===== config.mk =====
export PLATFORM = sky130hd
export DESIGN_NAME = preemption_ordered_ready_queue
export DESIGN_NICKNAME = d
export VERILOG_FILES = /design/src/rtl/porq_pkg.sv /design/src/rtl/porq_ctrl.sv /design/src/rtl/porq_dp.sv /design/src/rtl/preemption_ordered_ready_queue.sv
export SDC_FILE = /design/constraint.sdc
export NUM_CORES = 1
export LEC_CHECK = 0
export ABC_AREA = 1
export BUFFER_PORTS_ARGS = -buffer_cell sky130_fd_sc_hd__buf_2
export CAP_MARGIN = 20
export CELL_PAD_IN_SITES_DETAIL_PLACEMENT = 2
export CELL_PAD_IN_SITES_GLOBAL_PLACEMENT = 2
export CORE_MARGIN = 4
export CORE_UTILIZATION = 40
export DETAILED_ROUTE_END_ITERATION = 10
export PLACE_DENSITY = 0.82
export RECOVER_POWER = 25
export SYNTH_ARGS = -nofsm -noshare
export SYNTH_HDL_FRONTEND = slang
export SYNTH_SLANG_ARGS = --single-unit

===== constraint.sdc =====
create_clock -name clk -period 6.4 [get_ports clk]
set_input_delay 0.64 -clock clk [delete_from_list [all_inputs] [get_ports clk]]
set_output_delay 0.64 -clock clk [all_outputs]
set_load 0.01 [all_outputs]

===== src/rtl/porq_pkg.sv =====
// Package: types, constants and codes shared by the ready queue modules.
`timescale 1ns / 1ps
package porq_pkg;

    localparam int QUEUE_DEPTH = 16;
    localparam int ID_BITS     = 8;
    localparam int KEY_BITS    = 16;
    localparam int CNT_BITS    = $clog2(QUEUE_DEPTH + 1);

    localparam logic [1:0] OP_INSERT = 2'd0;
    localparam logic [1:0] OP_REMOVE = 2'd1;
    localparam logic [1:0] OP_LOOKUP = 2'd2;

    typedef struct packed {
        logic [1:0]          opcode;
        logic [ID_BITS-1:0]  thread_id;
        logic [KEY_BITS-1:0] preemption_count;
    } req_item_t;

    typedef struct packed {
        logic                found;
        logic                overflow;
        logic                head_valid;
        logic [ID_BITS-1:0]  head_id;
        logic [CNT_BITS-1:0] entry_count;
    } rsp_item_t;

    typedef enum logic {
        ST_IDLE,
        ST_EXEC
    } state_t;

    typedef struct packed {
        logic capture;
        logic execute;
    } dp_cmd_t;

endpackage


===== src/rtl/porq_ctrl.sv =====
// Controller: sequences capture and execution of one item, owns both handshakes.
`timescale 1ns / 1ps
module porq_ctrl (
    input  logic              clk,
    input  logic              rst_n,
    input  logic              req_valid,
    output logic              req_stall,
    output logic              rsp_valid,
    input  logic              rsp_stall,
    output porq_pkg::dp_cmd_t cmd
);
    import porq_pkg::*;

    state_t state_reg;
    state_t state_next;
    logic   rsp_valid_reg;
    logic   rsp_valid_next;
    logic   slot_free;

    // the result register may be reloaded in the cycle its item is taken
    assign slot_free = !rsp_valid_reg || !rsp_stall;

    always_comb
    begin
        state_next = state_reg;
        unique case (state_reg)
            ST_IDLE:
            begin
                if (req_valid)
                begin
                    state_next = ST_EXEC;
                end
            end
            ST_EXEC:
            begin
                if (slot_free)
                begin
                    state_next = ST_IDLE;
                end
            end
            default:
            begin
                state_next = ST_IDLE;
            end
        endcase
    end

    always_comb
    begin
        req_stall   = 1'b1;
        cmd.capture = 1'b0;
        cmd.execute = 1'b0;
        unique case (state_reg)
            ST_IDLE:
            begin
                req_stall   = 1'b0;
                cmd.capture = req_valid;
            end
            ST_EXEC:
            begin
                cmd.execute = slot_free;
            end
            default:
            begin
                req_stall = 1'b1;
            end
        endcase
    end

    assign rsp_valid_next = cmd.execute || (rsp_valid_reg && rsp_stall);
    assign rsp_valid      = rsp_valid_reg;

    always_ff @(posedge clk or negedge rst_n)
    begin
        if (!rst_n)
        begin
            state_reg     <= ST_IDLE;
            rsp_valid_reg <= 1'b0;
        end
        else
        begin
            state_reg     <= state_next;
            rsp_valid_reg <= rsp_valid_next;
        end
    end

endmodule


===== src/rtl/porq_dp.sv =====
// Datapath: sorted slot chain with per-slot compare, item and result registers.
`timescale 1ns / 1ps
module porq_dp (
    input  logic                clk,
    input  logic                rst_n,
    input  porq_pkg::dp_cmd_t   cmd,
    input  porq_pkg::req_item_t req,
    output porq_pkg::rsp_item_t rsp
);
    import porq_pkg::*;

    req_item_t           item_reg;
    rsp_item_t           rsp_reg;
    rsp_item_t           rsp_next;
    logic [ID_BITS-1:0]  ids_reg  [QUEUE_DEPTH];
    logic [ID_BITS-1:0]  ids_next [QUEUE_DEPTH];
    logic [KEY_BITS-1:0] keys_reg [QUEUE_DEPTH];
    logic [KEY_BITS-1:0] keys_next[QUEUE_DEPTH];
    logic [CNT_BITS-1:0] occ_reg;
    logic [CNT_BITS-1:0] occ_next;

    logic [QUEUE_DEPTH-1:0] held;
    logic [QUEUE_DEPTH-1:0] key_le;
    logic [QUEUE_DEPTH-1:0] prev_le;
    logic [QUEUE_DEPTH-1:0] id_hit;
    logic [QUEUE_DEPTH-1:0] past_hit;
    logic                   full;
    logic                   any_hit;
    logic                   hit_acc;

    // per-slot compares; held slots form a prefix, and so do key_le ones
    always_comb
    begin
        for (int i = 0; i < QUEUE_DEPTH; i++)
        begin
            held[i]   = CNT_BITS'(i) < occ_reg;
            key_le[i] = held[i] && (keys_reg[i] <= item_reg.preemption_count);
            id_hit[i] = held[i] && (ids_reg[i] == item_reg.thread_id);
        end
    end

    assign prev_le = {key_le[QUEUE_DEPTH-2:0], 1'b0};
    assign full    = occ_reg == CNT_BITS'(QUEUE_DEPTH);
    assign any_hit = |id_hit;

    // slots at and after the first matching id close up on removal
    always_comb
    begin
        hit_acc = 1'b0;
        for (int i = 0; i < QUEUE_DEPTH; i++)
        begin
            hit_acc     = hit_acc | id_hit[i];
            past_hit[i] = hit_acc;
        end
    end

    always_comb
    begin
        ids_next          = ids_reg;
        keys_next         = keys_reg;
        occ_next          = occ_reg;
        rsp_next.found    = 1'b0;
        rsp_next.overflow = 1'b0;
        unique case (item_reg.opcode)
            OP_INSERT:
            begin
                if (full)
                begin
                    rsp_next.overflow = 1'b1;
                end
                else
                begin
                    if (!key_le[0])
                    begin
                        ids_next[0]  = item_reg.thread_id;
                        keys_next[0] = item_reg.preemption_count;
                    end
                    for (int i = 1; i < QUEUE_DEPTH; i++)
                    begin
                        if (!key_le[i])
                        begin
                            if (prev_le[i])
                            begin
                                ids_next[i]  = item_reg.thread_id;
                                keys_next[i] = item_reg.preemption_count;
                            end
                            else
                            begin
                                ids_next[i]  = ids_reg[i-1];
                                keys_next[i] = keys_reg[i-1];
                            end
                        end
                    end
                    occ_next = occ_reg + CNT_BITS'(1);
                end
            end
            OP_REMOVE:
            begin
                rsp_next.found = any_hit;
                if (any_hit)
                begin
                    for (int i = 0; i < QUEUE_DEPTH - 1; i++)
                    begin
                        if (past_hit[i])
                        begin
                            ids_next[i]  = ids_reg[i+1];
                            keys_next[i] = keys_reg[i+1];
                        end
                    end
                    occ_next = occ_reg - CNT_BITS'(1);
                end
            end
            OP_LOOKUP:
            begin
                rsp_next.found = any_hit;
            end
            default:
            begin
                rsp_next.found = 1'b0;
            end
        endcase
        rsp_next.head_valid  = occ_next != '0;
        rsp_next.head_id     = (occ_next != '0) ? ids_next[0] : '0;
        rsp_next.entry_count = occ_next;
    end

    always_ff @(posedge clk or negedge rst_n)
    begin
        if (!rst_n)
        begin
            occ_reg <= '0;
        end
        else if (cmd.execute)
        begin
            occ_reg <= occ_next;
        end
    end

    always_ff @(posedge clk)
    begin
        if (cmd.capture)
        begin
            item_reg <= req;
        end
        if (cmd.execute)
        begin
            ids_reg  <= ids_next;
            keys_reg <= keys_next;
            rsp_reg  <= rsp_next;
        end
    end

    assign rsp = rsp_reg;

endmodule


===== src/rtl/preemption_ordered_ready_queue.sv =====
// Top level: preemption-ordered ready queue of thread ids.
//
// Request channel (req_valid / req_stall / req) carries one operation:
// insert sorted by preemption count (equal counts stay in arrival order),
// remove the first entry with a given id, or look an id up. Unused opcodes
// change nothing. Response channel (rsp_valid / rsp_stall / rsp) returns
// one item per request: found, overflow, head id and validity, entry count.
// An insert into a full queue is dropped with overflow set.
// Each item is first registered, then executed: every slot of the
// 16-entry chain compares against it in parallel and shifts. The
// result is valid the cycle after the execute step, and the next item
// is accepted in the same cycle; no item is taken while one executes.
// While rsp is stalled, one more item can be taken; it then waits in its
// execute step until the result register is freed.
// Reset empties the queue and drops any pending result; slot contents are
// not cleared, as only held slots are ever read.
`timescale 1ns / 1ps
module preemption_ordered_ready_queue (
    input  logic                clk,
    input  logic                rst_n,
    input  logic                req_valid,
    output logic                req_stall,
    input  porq_pkg::req_item_t req,
    output logic                rsp_valid,
    input  logic                rsp_stall,
    output porq_pkg::rsp_item_t rsp
);
    import porq_pkg::*;

    dp_cmd_t cmd;

    porq_ctrl u_ctrl (
        .clk       (clk),
        .rst_n     (rst_n),
        .req_valid (req_valid),
        .req_stall (req_stall),
        .rsp_valid (rsp_valid),
        .rsp_stall (rsp_stall),
        .cmd       (cmd)
    );

    porq_dp u_dp (
        .clk   (clk),
        .rst_n (rst_n),
        .cmd   (cmd),
        .req   (req),
        .rsp   (rsp)
    );

    // one item at a time: an accepted item blocks the request side
    a_busy_after_accept: assert property (@(posedge clk) disable iff (!rst_n)
        req_valid && !req_stall |=> req_stall)
        else $error("item accepted while previous item still executing");

    a_count_range: assert property (@(posedge clk) disable iff (!rst_n)
        rsp_valid |-> rsp.entry_count <= CNT_BITS'(QUEUE_DEPTH))
        else $error("entry count beyond queue depth");

    a_overflow_full: assert property (@(posedge clk) disable iff (!rst_n)
        rsp_valid && rsp.overflow |-> rsp.entry_count == CNT_BITS'(QUEUE_DEPTH)
            && !rsp.found)
        else $error("overflow reported on a queue that is not full");

    a_head_valid: assert property (@(posedge clk) disable iff (!rst_n)
        rsp_valid |-> rsp.head_valid == (rsp.entry_count != '0))
        else $error("head valid disagrees with entry count");

endmodule


After elaboration in Yosys (flattened, before gate mapping)
Cells that the tools add are included.
- flip-flop bits (word level): 433
- bits in latches: 0
- bits in writable memories: 0
- bits in read-only memories: 0
- bits of input ports: 30
- output and inout bits: 18
- word-level logic and storage cells: 311
- memories: 0
- $add $sub $neg: 2
- multiply operators: 0
- div/mod/pow operators: 0
- magnitude comparators: 32
- eq/ne operators: 51
- shift-type cells: 0
- muxes and demuxes: 108
- bitwise logic cells: 17
- reduce and logical (&&, ||, !) cells: 58
- operator list (cell ; number):
    16-bit two-way mux ; 46
    240-bit case mux with 2 select lines ; 1
    8-bit two-way mux ; 46
    16-bit <= comparator ; 16
    256-bit two-way mux ; 1
    240-bit two-way mux ; 1
    120-bit case mux with 2 select lines ; 1
    8-bit equality test ; 16
    128-bit two-way mux ; 1
    120-bit two-way mux ; 1
    6-bit AND reduction ; 15
    4-bit by 5-bit < comparator with 1-bit output, first input constant ; 8
    1-bit logical AND ; 33
    2-bit by 1-bit != test with 1-bit output, second input constant ; 16
    2-bit != test, second input constant ; 16
    3-bit by 5-bit < comparator with 1-bit output, first input constant ; 4
    16-bit OR reduction ; 1
    1-bit bitwise OR ; 14
    1-bit by 5-bit < comparator with 1-bit output, first input constant ; 2
    2-bit by 5-bit < comparator with 1-bit output, first input constant ; 2
    5-bit two-way mux ; 2
    5-bit case mux with 2 select lines ; 1
    1-bit two-way mux ; 6
    5-bit by 1-bit adder with 5-bit output, second input constant ; 1
    13 further kinds ; 17

Longest topological paths before layout
Gate-level depths: netlist of run 1.
- word-level depth: 19
- depth in mapped cells: 21

By module
From an unflattened synthesis of run 1, not the netlist that was laid out.
- cell total of the unflattened synthesis: 3541
- area total of the unflattened synthesis: 29575.9 um^2
- by module, submodules not included (module ; instances ; cells an instance ; area each (um^2) ; seq. area each (um^2)):
    porq_dp ; 1 ; 3531 ; 29493.3 ; 12917.4
    porq_ctrl ; 1 ; 10 ; 82.6 ; 50.0

Worst setup path after synthesis of run 1
No wires, ideal clock.
- path type: reg-to-reg
- from: register u_dp.item_reg[1] (netlist name)
- to: register u_dp.ids_reg[80] (netlist name), enable pin
- arrival time: 4.378 ns
- slack: 1.580 ns
- stages on the path, launching flop included: 16
- path buffers: 2
- clock period less this slack: 4.820 ns
- path through: edfxtp_1 -> clkbuf_1 -> clkinv_1 -> ha_1 -> inv_1 -> nor2_1 -> nor2_1 -> o21a_1 -> o221ai_1 -> nand2_1 -> nand2_1 -> nand2_1 -> nand2_1 -> clkinv_1 -> clkbuf_1 -> a211oi_1
- longest elaborated chain between the ends: 4
- RTL lines (what ; RTL line ; text):
    from (decl) ; porq_dp.sv:12 ; req_item_t item_reg;
    from (signal assigned) ; porq_dp.sv:143 ; item_reg <= req;
    16-bit <= comparator ; porq_dp.sv:37 ; key_le[i] = held[i] && (keys_reg[i] <= item_reg.preemption_count);
    1-bit logical AND ; porq_dp.sv:37 ;
    2-bit != test (no line) ; - ;
    6-bit AND reduction (no line) ; - ;
    to (signal assigned) ; porq_dp.sv:147 ; ids_reg <= ids_next;
    to (decl) ; porq_dp.sv:15 ; logic [ID_BITS-1:0] ids_reg [QUEUE_DEPTH];
No other way between the ends.
A chain may end at the register's enable or synchronous reset.

==> run metrics, run 1 <==
nets 3,919; Area Overhead vs Synth 9.30%; io pins 48; count leader, synth nand2_1; yosys warns 0; layout cell share with drive strength beyond 1 0.0586; RSZ-0062 raised after global routing false; first-pass GRT wire length 189 mm; Rows 100; Slew headroom -0.779; Tmin final 5560 ps; post-route ant nets 0; status complete, but fails checks; CTS resizes 0; largest net degree at the start of global routing 98; H-tree levels 2; post-cts hold buffer count 1; Final setup viols 0; Post-DP HPWL 86.7 mm; worst skew pair latency 620 ps; Initial Util 0.403; Pwr Density 422 nW/um2; Fmax 0.180 GHz; Register-to-Register Path Depth 6; number of flops mapped to enable cells by yosys 426; final period utilization 0.869; CP Data Arrival Time 5830 ps; via density per instance 6.08; clk_skew 17.3 ps; R2R Path Start u_dp.item_reg[24]$_DFFE_PP_; WL per Instance 26.9 um; Root Driver clkbuf_16; hold depth 1; worst hold path type in -> reg; DRC 0; reg-to-reg setup timing slack 840 ps; crit path kind reg -> reg; CP max FO 77; routability cong. 0.890; top cell type by total area after synthesis edfxtp_1; 1st-iter DRT viols 2,443; mapped cell area 30,000 um2; startpoint types flip-flop; GR Util met1 0.402; met3 usage 0.0403; Die Width 282 um; max reg flops 256; syn avg cell area 8.18 um2; failing checks max-capacitance violations, max-slew violations; share of the synthesized area in the top cell type 0.427; Final Hold Viols 0; total wire length 125 mm; Synth Flop Type edfxtp_1; GR peak layer met2; setup_tns 0 ps; drt first pass iters 5; worst path required time 6670 ps; die footprint 79,400 um2; post-CTS setup buffers 0; Port Buffers 47; Pleak 0.0137 uW; Syn Inst Count 3,662; DIE HEIGHT 282 um; post-synthesis async set-or-reset flop share 0.0162; Via Count 28,191; Global Route Usage Sum 0.308; CP endpoint u_dp.keys_reg[167]$_DFFE_PP_; Num CTS Buffers 54; Core ar. 74,300 um2; initial antenna violation count 3; Clock Path Buffers 3; Crit. End Element flip-flop; met2 GRT Util 0.527; Post-synth top cells nand2_1, o21ai_0, edfxtp_1; Yosys cell types 47; CTS sink cnt 433; post-synthesis sequential area ratio 0.433; crit path from u_dp.item_reg[24]$_DFFE_PP_; Power Total 13,800 uW; Seq cells post-synth 433; GRT overflow 0; CTS tree yes; Synth area leaders edfxtp_1, nand2_1, ha_1; vias in the first global route 30,980; Worst Tran Pin Value 2670 ps; syn nets 3,954; maxcap violations 3; Slew Viols, Final 134; Worst VDD drop 0.000199 V; FF-to-FF End u_dp.keys_reg[167]$_DFFE_PP_; clk slew on worst S/H paths 60 ps
==> final cells by class <==
class | instances | area, um2
fillers | 8394 | 41600
multi-input cells | 2697 | 15000
flip-flops and latches | 433 | 13000
clock buffers | 78 | 1540
well taps | 969 | 1210
inverters | 313 | 1180
repair buffers | 128 | 800
clock inverters | 17 | 101
diodes | 1 | 2.50
==> worst max-delay path: stages, from the launching register on <==
cell,delay [ps]
edfxtp_1,430
ha_1,560
buf_4,510
inv_4,490
clkbuf_2,1170
clkbuf_2,1560
o21ai_0,400
==> per-stage QoR <==
stage	setup slack (ps)	utilization	hold slack, ps	instances	instance area [um2]
CTS	1510	0.442	165	4635	32900
finish	835	0.441	191	4636	32800
floorplan	1580	-	344	3662	30000
detailed placement	1590	0.420	492	4539	31200
global placement	1880	0.420	473	4538	31200
global route	618	0.441	175	4635	32800
==> logic make-up after synthesis <==
kind of cell	Yosys count	share of synthesized area
AND/OR/NAND/NOR	1513	0.209
buffers and inverters	532	0.0704
flip-flops	433	0.433
AO/OA/AOI/OAI	860	0.160
XOR/XNOR	62	0.0181
adder cells (fa/ha/maj)	262	0.109
==> worst min path at each step <==
stage	from	end	slack (ps)
after floorplan	rst_n	u_ctrl.rsp_valid$_DFF_PN0_	340
after global placement	u_ctrl.rsp_valid$_DFF_PN0_	u_ctrl.rsp_valid$_DFF_PN0_	470
after detailed placement	u_ctrl.rsp_valid$_DFF_PN0_	u_ctrl.rsp_valid$_DFF_PN0_	490
after CTS	req[11]	u_dp.item_reg[11]$_DFFE_PP_	170
after global routing	req[9]	u_dp.item_reg[9]$_DFFE_PP_	170
final	req[11]	u_dp.item_reg[11]$_DFFE_PP_	190
==> metal layers <==
layer	wire, um	share of wire	up-vias
met5	0	0	-
met4	4380	0.035	0
met3	6520	0.052	226
met2	59800	0.48	793
met1	54000	0.43	14519
li1	-	-	12653
==> cell usage in the layout (no fill, tap or decap), types with 11 or more instances in the layout <==
| master | instances |
|---|---|
| o21ai_0 | 448 |
| nand3_1 | 265 |
| nor2_1 | 241 |
| edfxtp_1 | 426 |
| ha_1 | 262 |
| clkinv_1 | 25 |
| nor2_2 | 13 |
| clkbuf_16 | 57 |
| nand4_1 | 36 |
| o211ai_1 | 67 |
| buf_4 | 72 |
| inv_2 | 13 |
| inv_1 | 279 |
| o22ai_1 | 71 |
| xnor2_1 | 30 |
| nor3_1 | 30 |
| xor2_1 | 32 |
| clkbuf_1 | 51 |
| o221ai_1 | 11 |
| o21a_1 | 17 |
| a21oi_1 | 181 |
| nand2_1 | 908 |
| o31ai_1 | 31 |
| buf_2 | 18 |
==> power by group <==
group | leakage (uW) | switching, uW | internal (uW)
Sequential | 0.00403 | 513 | 4070
Combinational | 0.00891 | 4520 | 1720
Clock | 0.000806 | 1320 | 1690
Total | 0.0137 | 6350 | 7470
No activity file was read; power rests on OpenSTA's default activity.
==> run 2: changes to the inputs <==
- CORE_UTILIZATION: 40 -> 36
- PLACE_DENSITY: 0.82 -> default
- PLACE_DENSITY_LB_ADDON: default -> 0.08
- clock period: 6.4 -> 4.7 ns (I/O delays scaled with it)
==> run 2 against run 1 <==
The flow still finishes with violations (max-capacitance violations, max-slew violations). Core utilization fell by 3.1 points. First-iteration DRC count fell by 16%. Register-to-register slack got worse by 600 ps. Non-clock buffer count rose by 73. Largest cell class unchanged. Count of clock-buffer cells in the layout fell by 3. Setup slack got worse by 600 ps. Clock skew rose by 3.9 ps. Power rose by 39%. Global-route usage fell by 1.5 points. Final area rose by 2.9%. Die area rose by 11%. Worst hold slack got worse by 150 ps.
==> run metrics, run 2 (synthesis results as in run 1) <==
status complete, but fails checks; failing checks max-capacitance violations, max-slew violations; initial antenna violation count 5; Worst Slack Setup Final 236 ps; clk_skew 21.2 ps; routability cong. 0.914; worst hold path type in -> reg; Slew Viols, Final 89; WP depth 12; drt first pass iters 6; crit path from u_dp.item_reg[16]$_DFFE_PP_; total wire length 131 mm; Worst Tran Pin Value 1570 ps; maxcap violations 4; CP max FO 86; post-layout util 0.410; # fillers 9,287; Register-to-Register Path Depth 12; worst slack, placed 435 ps; Clock Path Buffers 3; 1st-iter DRT viols 2,054; Area Overhead vs Synth 12.5%; Post-DP HPWL 94.5 mm; WP buf/inv 3; final period utilization 0.950; nets 3,994; Crit path top cell by count nor2_1; GRT overflow 0; hold wc startpoint req[6]; Crit. End Element flip-flop; layout cell share with drive strength beyond 1 0.0744; Port Buffers 47; Slew headroom -0.0492; DRC 0; worst path required time 5120 ps; max reg flops 256; clk slew on worst S/H paths 60 ps; Root Driver clkbuf_16; final instance count without filler cells 4,821; first-pass GRT wire length 197 mm; Pwr Density 570 nW/um2; commonest cells after routing, fill and taps aside nand2_1, o21ai_0, edfxtp_1; setup_tns 0 ps; worst skew pair latency 630 ps; post-CTS setup buffers 0; Worst VDD drop 0.000282 V; Initial Util 0.364; R2R Path Start u_dp.item_reg[16]$_DFFE_PP_; crit-path leading delay family buffers and inverters; H-tree levels 2; placed insts 4,694; Via Count 28,239; Tmin final 4460 ps; startpoint types flip-flop; via density per instance 5.86; CTS tree yes; Global Route Usage Sum 0.293; vias in the first global route 30,640; Rows 105; post-route ant nets 0; Fmax 0.224 GHz; most common cell after layout, fill and taps aside nand2_1; worst-path cell with the longest stage delay buf_4; RSZ-0062 raised after global routing false; max incr delay on CP 830 ps; Core ar. 82,200 um2; io pins 48; Die Width 297 um; hold depth 1; Num CTS Buffers 56; largest net degree at the start of global routing 188; Final setup viols 0; die footprint 87,900 um2; crit path kind reg -> reg; WL per Instance 27.1 um; CP Data Arrival Time 4880 ps; Pleak 0.0142 uW; CTS sink cnt 433; Final Hold Viols 0; DIE HEIGHT 297 um; CP Cell Sequence buf_4 -> xor2_1 -> nor2_1 -> nand2_1 -> nor2_1 -> nor2_1 -> nand2_1 -> nor2_4 -> nand2_4 -> buf_4 -> inv_2 -> o31ai_1
## run 2: final timing paths
path | to | slack (ps)
setup / recovery | u_dp.ids_reg[27]$_DFFE_PP_ | 240
hold / removal | u_dp.item_reg[6]$_DFFE_PP_ | 40
setup reg to reg | u_dp.ids_reg[27]$_DFFE_PP_ | 240
hold reg to reg | u_ctrl.rsp_valid$_DFF_PN0_ | 540
max in group asynchronous | u_ctrl.rsp_valid$_DFF_PN0_ | 4060
min in group asynchronous | u_dp.occ_reg[4]$_DFFE_PN0P_ | 320
## run 2: area by class of cell
class                           count  area, um2  share of cell area
Antenna cell                        2       5.00            0.000149
Multi-Input combinational cell   2697      15000               0.444
Tap cell                         1070       1340              0.0397
Sequential cell                   433      13000               0.385
Clock inverter                     30        250             0.00743
Timing Repair Buffer              201       1480              0.0440
Clock buffer                       75       1490              0.0443
Inverter                          313       1180              0.0351
## run 2: what timing repair did
item                      4_1_cts  5_1_grt
resized for setup               0        0
hold buffers                   20        0
hold endpoints to repair       26        0
## run 2: power breakdown
| group | internal [uW] | total, uW | leakage, uW | switching [uW] |
|---|---|---|---|---|
| sequential | 5530 | 6150 | 0.00403 | 615 |
| clock | 2440 | 4280 | 0.000854 | 1840 |
| combinational | 2480 | 8770 | 0.00927 | 6290 |
## run 2: layer usage
| layer | vias up | wire [um] | global-route usage |
|---|---|---|---|
| met3 | 180 | 5410 | 0.0261 |
| met1 | 14562 | 58600 | 0.393 |
| met4 | 2 | 3340 | 0.0721 |
| li1 | 12805 | - | - |
| met2 | 690 | 63400 | 0.513 |
| met5 | - | 13 | 0 |
## run 2: metrics by stage
step / instance area [um2] / hold WS (ps) / power (uW)
after floorplan: 30000 / 174 / 11300
after global placement: 31900 / 324 / 14400
after detailed placement: 31900 / 329 / 14900
after CTS: 33800 / 4.57 / 19300
after global routing: 33700 / 16.4 / 20400
final: 33700 / 41.4 / 19200
